`config.mk`:
```
export PLATFORM = sky130hd
export DESIGN_NAME = rbsi_div_lane
export DESIGN_NICKNAME = d
export VERILOG_FILES = /design/src/rtl/rbsi_pkg.sv /design/src/rtl/rbsi_div_lane.sv
export SDC_FILE = /design/constraint.sdc
export NUM_CORES = 2
export LEC_CHECK = 0
export BUFFER_PORTS_ARGS = -buffer_cell sky130_fd_sc_hd__buf_4
export CORE_ASPECT_RATIO = 0.8
export CORE_UTILIZATION = 45
export DETAILED_ROUTE_END_ITERATION = 10
export PLACE_DENSITY = 0.64
export SLEW_MARGIN = 20
export SYNTH_ARGS = -nofsm -noshare
export SYNTH_HDL_FRONTEND = slang
export SYNTH_MEMORY_MAX_BITS = 65536
export SYNTH_SLANG_ARGS = --single-unit
```
`constraint.sdc`:
```
create_clock -name clk -period 5.3 [get_ports clk]
set_input_delay 0.265 -clock clk [delete_from_list [all_inputs] [get_ports clk]]
set_output_delay 0.265 -clock clk [all_outputs]
set_load 0.1 [all_outputs]
```
`src/rtl/rbsi_pkg.sv`:
```
`timescale 1ns / 1ps
// ----------------------------------------------------------------------------
// rbsi_pkg
// Shared constants and types for the ray versus box slab intersection unit.
// ----------------------------------------------------------------------------
package rbsi_pkg;

	localparam int COORD_W   = 32;
	localparam int FRAC_W    = 16;
	localparam int DIFF_W    = COORD_W + 1;            // corner minus origin
	localparam int QUO_W     = COORD_W + 1;            // quotient bits built by the divider
	localparam int HEAD_W    = DIFF_W + FRAC_W - QUO_W; // dividend bits above the quotient
	localparam int LOW_W     = DIFF_W - HEAD_W;         // magnitude bits below the head
	localparam int LANE_LAT  = QUO_W + 2;               // init stage, bit stages, saturation
	localparam int AXES      = 3;
	localparam int ADDR_W    = 5;
	localparam int DATA_W    = 32;

	localparam logic signed [COORD_W-1:0] VAL_MAX = {1'b0, {(COORD_W-1){1'b1}}};
	localparam logic signed [COORD_W-1:0] VAL_MIN = {1'b1, {(COORD_W-1){1'b0}}};

	typedef logic signed [COORD_W-1:0] coord_t;

	typedef enum logic [2:0] {
		REG_MIN_X = 3'd0,
		REG_MIN_Y = 3'd1,
		REG_MIN_Z = 3'd2,
		REG_MAX_X = 3'd3,
		REG_MAX_Y = 3'd4,
		REG_MAX_Z = 3'd5
	} reg_idx_t;

endpackage

```
`src/rtl/rbsi_div_lane.sv`:
```
`timescale 1ns / 1ps
// ----------------------------------------------------------------------------
// rbsi_div_lane
// Pipelined restoring divider, one quotient bit per stage, with saturation
// of the signed result to the coordinate range.
// ----------------------------------------------------------------------------
module rbsi_div_lane
	import rbsi_pkg::*;
(
	input  logic              clk,
	input  logic              en,
	input  logic [DIFF_W-1:0] diff_mag,
	input  logic [COORD_W-1:0] d_mag,
	input  logic              neg,
	output coord_t            quo
);

	logic [COORD_W-1:0] rem_s  [0:QUO_W];
	logic [QUO_W-1:0]   bits_s [0:QUO_W];
	logic [QUO_W-1:0]   q_s    [0:QUO_W];
	logic [COORD_W-1:0] d_s    [0:QUO_W];
	logic               neg_s  [0:QUO_W];
	logic               ovf_s  [0:QUO_W];
	coord_t             quo_s;

	logic [HEAD_W-1:0] head;
	assign head = diff_mag[DIFF_W-1 -: HEAD_W];

	// the quotient only matters below 2^QUO_W, anything above saturates
	always_ff @(posedge clk) begin
		if (en) begin
			ovf_s[0]  <= {{(COORD_W-HEAD_W){1'b0}}, head} >= d_mag;
			rem_s[0]  <= {{(COORD_W-HEAD_W){1'b0}}, head};
			bits_s[0] <= {diff_mag[LOW_W-1:0], {FRAC_W{1'b0}}};
			q_s[0]    <= '0;
			d_s[0]    <= d_mag;
			neg_s[0]  <= neg;
		end
	end

	for (genvar j = 1; j <= QUO_W; j++) begin : g_bit
		logic [COORD_W:0] trial;
		logic             take;
		assign trial = {rem_s[j-1], bits_s[j-1][QUO_W-1]};
		assign take  = trial >= {1'b0, d_s[j-1]};
		always_ff @(posedge clk) begin
			if (en) begin
				rem_s[j]  <= take ? COORD_W'(trial - {1'b0, d_s[j-1]}) : trial[COORD_W-1:0];
				bits_s[j] <= {bits_s[j-1][QUO_W-2:0], 1'b0};
				q_s[j]    <= {q_s[j-1][QUO_W-2:0], take};
				d_s[j]    <= d_s[j-1];
				neg_s[j]  <= neg_s[j-1];
				ovf_s[j]  <= ovf_s[j-1];
			end
		end
	end

	logic [QUO_W-1:0] qf;
	assign qf = q_s[QUO_W];

	always_ff @(posedge clk) begin
		if (en) begin
			if (!neg_s[QUO_W]) begin
				if (ovf_s[QUO_W] || qf[QUO_W-1:COORD_W-1] != '0) begin
					quo_s <= VAL_MAX;
				end else begin
					quo_s <= coord_t'(qf[COORD_W-1:0]);
				end
			end else begin
				if (ovf_s[QUO_W] || qf > {2'b01, {(COORD_W-1){1'b0}}}) begin
					quo_s <= VAL_MIN;
				end else begin
					quo_s <= coord_t'(-qf[COORD_W-1:0]);
				end
			end
		end
	end

	assign quo = quo_s;

endmodule

```
==> reports/metrics.csv <==
metric,value,unit
status,finished clean,
hold_path_class,in -> reg,
synthTopCellsByArea,"sky130_fd_sc_hd__edfxtp_1, sky130_fd_sc_hd__ha_1, sky130_fd_sc_hd__a21oi_1, sky130_fd_sc_hd__inv_1, sky130_fd_sc_hd__xnor2_1",
placed_cells,17446,
yosysSeqAreaShare,57.3,%
synthesis.area_per_instance,11.7,um2
synth_cell_types,87,
grt_max_degree,182,
p_clk_share,21.1,%
number_of_global_route_vias_before_repair,90935,
worstSetupEndpointType,register,
synth_top_cell_area_share,57.3,%
core_region_area,0.336,mm2
worstReg2RegEnd,rem_s[20][9],
fin_skew,0.0640,ns
fp.dieH,523,um
initial_utilization,45.4,%
static-leakage-power,68.5,nW
area.growth.synth_to_final,11.4,%
drc,0,
routed_wire_length_per_instance,19.0,um
layout.cells.non_filler,18062,
grt_overflow_total,0,
period_utilization,90.5,%
global_route.usage.total,19.6,%
grt_antenna_before_repair,10,
io_pins,100,
layout_min_cycle_time,4.80,ns
critical_path.endpoint,rem_s[20][9],
worstHoldPathCells,2,
postSynth.asyncResetShare,0,%
fp.dieArea,0.341,mm2
worstPathMaxFanout,35,
route.final.wire_length,343,mm
ys_warn_count,0,
detailedPlacementHpwl,253,mm
dpl_worst_slack,0.619,ns
setup_slack,0.504,ns
cellPowerDensity,593,mW/mm2
critical_path_arrival,5.40,ns
maxCapViolations,0,
r2r.worst_path.cells,14,
finalSetupTns,0,ns
worstMarginPinSlew,1.22,ns
final_antenna_net_count,0,
clock_latency,0.91,ns
switchingPower,36.7,mW
post_synth_instance_area,0.152,mm2
peak_freq,209,MHz
postSynthCellCount,12977,
share_comb_of_total_power,42.3,%
crit_type,reg -> reg,
num_vias,97935,
timing.final.setup_violations,0,
cts_root_buffer,sky130_fd_sc_hd__clkbuf_16,
critPathLaunch,d_s[19][1],
internal_power,64.0,mW
critical_path.reg2reg.startpoint,d_s[19][1],
synth_top_area_cell,sky130_fd_sc_hd__edfxtp_1,
number_of_flops_mapped_to_enable_cells_by_yosys,2910,
seq_power_share,36.6,%
clkSinkCount,2910,
multiInputGateArea,0.0593,mm2
cts.htree.levels,5,
switching_share,36.5,%
dr.pass1.iters,8,
seq_area,0.0874,mm2
port_buffers,99,
worst_setup_hold_path_clk_slew,0.06,ns
number_of_synthesized_register_bits,2910,
cts_tree,built,
fill_cells,29381,
design_power_total,101,mW
post_cts_setup_buffers,0,
rrSetupSlack,0.50,ns
rsz0062_at_grt,no,
dp_area,0.159,mm2
fin_util,50.6,%
worst_ep_required_time,5.91,ns
global_route_wire_length_before_repair,530,mm
drtIter0Drc,9061,
num-nets-final,14467,
report.final.slew_viol_count,0,
layout-drive-gt1-share,7.88,%
cts_buffer_count,303,
slew_headroom,17.6,%
final-hold-violation-count,0,
row_count,190,
final_cell_area,0.170,mm2
startpoint_type,register,
post_synthesis_net_count,14134,
whs,0.0911,ns
die_w,653,um
cts_max_path_buffers,4,
max-vdd-ir-drop,312,uV
via_per_inst,5.42,
routabilityCongestion,0.905,
ys_dominant_reg_cell,sky130_fd_sc_hd__edfxtp_1,
cts_resized,0,
-- state kept, by name (all words and copies together) (netlist names) --
signal,flops
ovf_s,34
d_s,1056
bits_s,153
neg_s,34
q_s,561
rem_s,1040
quo,32
-- metal layers --
metal	vias up	global-route usage (%)	part of all wire, %
li1	48250	-	-
met1	46668	30.9	50
met2	2618	28.8	42
met3	399	2.42	5.9
met4	0	4.09	1.9
met5	-	0	0
-- power groups by stage --
stage | sequential, mW | clock, mW | combinational, mW
after global routing | 37.3 | 22.6 | 47.5
after global placement | 37.4 | 0 | 41.5
after CTS | 36.9 | 21.8 | 42.3
after detailed placement | 37.3 | 0 | 41.9
after floorplan | 35.3 | 0 | 32.5
final | 36.9 | 21.3 | 42.6
-- cells by family after synthesis --
| kind of cell | synth area share [%] |
|---|---|
| AO/OA/AOI/OAI | 13.7 |
| flip-flops | 57.3 |
| AND/OR/NAND/NOR | 8.67 |
| buffers and inverters | 3.95 |
| adder cells (fa/ha/maj) | 9.10 |
| XOR/XNOR | 4.85 |
| multiplexers | 2.46 |
-- how the worst min path moves through the flow --
stage	to	from	slack, ns
after detailed placement	bits_s[12][29]	bits_s[11][28]	0.40
after floorplan	bits_s[0][15]	diff_mag[0]	0.36
after global placement	neg_s[29]	neg_s[28]	0.40
after global routing	bits_s[0][19]	diff_mag[4]	0.04
after CTS	bits_s[0][19]	diff_mag[4]	0.0001
final	d_s[0][21]	d_mag[21]	0.09
-- cell type report --
type | count | area share [%]
clock inverters | 179 | 1.10
clock buffers | 361 | 4.67
well taps | 4512 | 3.32
repair buffers | 293 | 1.59
multi-input cells | 8469 | 34.9
flip-flops and latches | 2910 | 51.5
diodes | 5 | 0.00737
inverters | 1333 | 2.95
-- layout by cell type (no fill, tap or decap), types with 71 or more instances in the layout --
cell / count
sky130_fd_sc_hd__buf_4: 197
sky130_fd_sc_hd__ha_1: 1057
sky130_fd_sc_hd__nand2_1: 817
sky130_fd_sc_hd__edfxtp_1: 2910
sky130_fd_sc_hd__a211oi_1: 71
sky130_fd_sc_hd__inv_1: 1333
sky130_fd_sc_hd__xnor2_1: 510
sky130_fd_sc_hd__nor2b_1: 159
sky130_fd_sc_hd__and3_1: 83
sky130_fd_sc_hd__nand3_1: 190
sky130_fd_sc_hd__nor2_1: 853
sky130_fd_sc_hd__a21o_1: 543
sky130_fd_sc_hd__clkbuf_16: 309
sky130_fd_sc_hd__o21a_1: 151
sky130_fd_sc_hd__o21bai_1: 116
sky130_fd_sc_hd__nor3_1: 135
sky130_fd_sc_hd__nand2b_1: 141
sky130_fd_sc_hd__mux2_2: 315
sky130_fd_sc_hd__a31oi_1: 98
sky130_fd_sc_hd__dlygate4sd3_1: 71
sky130_fd_sc_hd__xor2_1: 335
sky130_fd_sc_hd__o31ai_1: 72
sky130_fd_sc_hd__nand4_1: 145
sky130_fd_sc_hd__o21ai_0: 780
sky130_fd_sc_hd__a21oi_1: 1186
-- cells in the mapped netlist, types with 15 or more instances --
master,n
sky130_fd_sc_hd__o21ai_0,781
sky130_fd_sc_hd__a211o_1,20
sky130_fd_sc_hd__o31a_1,29
sky130_fd_sc_hd__mux2i_1,21
sky130_fd_sc_hd__o21bai_1,116
sky130_fd_sc_hd__fa_1,32
sky130_fd_sc_hd__xnor2_1,510
sky130_fd_sc_hd__a21o_1,543
sky130_fd_sc_hd__nand2_1,818
sky130_fd_sc_hd__mux2_2,315
sky130_fd_sc_hd__a211oi_1,71
sky130_fd_sc_hd__a21oi_1,1189
sky130_fd_sc_hd__clkbuf_1,245
sky130_fd_sc_hd__o21a_1,151
sky130_fd_sc_hd__nand4_1,145
sky130_fd_sc_hd__nor3b_1,16
sky130_fd_sc_hd__inv_1,1333
sky130_fd_sc_hd__and4_1,18
sky130_fd_sc_hd__buf_1,17
sky130_fd_sc_hd__nor4_1,46
sky130_fd_sc_hd__a31o_2,15
sky130_fd_sc_hd__a311oi_1,17
sky130_fd_sc_hd__a31oi_1,99
sky130_fd_sc_hd__xor2_1,335
sky130_fd_sc_hd__or2_2,36
sky130_fd_sc_hd__o2111ai_1,19
sky130_fd_sc_hd__nand2b_1,141
sky130_fd_sc_hd__or4_1,16
sky130_fd_sc_hd__a221oi_1,29
sky130_fd_sc_hd__nor3_1,136
sky130_fd_sc_hd__and2_1,44
sky130_fd_sc_hd__and3_1,83
sky130_fd_sc_hd__or3_1,53
sky130_fd_sc_hd__nand3_1,192
sky130_fd_sc_hd__ha_1,1057
sky130_fd_sc_hd__o31ai_1,73
sky130_fd_sc_hd__edfxtp_1,2910
sky130_fd_sc_hd__nor2b_1,159
sky130_fd_sc_hd__a221o_1,18
sky130_fd_sc_hd__a21boi_0,39
sky130_fd_sc_hd__nor2_1,853
sky130_fd_sc_hd__o41ai_1,16
sky130_fd_sc_hd__o211ai_1,35
-- worst max-delay path: stages (launching register included) --
cell and delay, ns:
sky130_fd_sc_hd__edfxtp_1 0.47, sky130_fd_sc_hd__inv_1 0.08, sky130_fd_sc_hd__ha_1 0.29, sky130_fd_sc_hd__nor2b_1 0.17, sky130_fd_sc_hd__o31a_1 0.22, sky130_fd_sc_hd__o21ai_0 0.34
sky130_fd_sc_hd__o21ai_0 0.46, sky130_fd_sc_hd__nand2_1 0.12, sky130_fd_sc_hd__and3_1 0.20, sky130_fd_sc_hd__o41ai_1 0.33, sky130_fd_sc_hd__buf_4 0.20, sky130_fd_sc_hd__a31oi_1 0.05
sky130_fd_sc_hd__o21ai_0 0.33, sky130_fd_sc_hd__a41o_2 0.78, sky130_fd_sc_hd__mux2_2 0.44
-- timing repair --
item,CTS,global route
hold buffers,71,0
endpoints found under the setup margin,0,0
hold endpoints to repair,130,0
No activity file was read; power rests on OpenSTA's default activity.
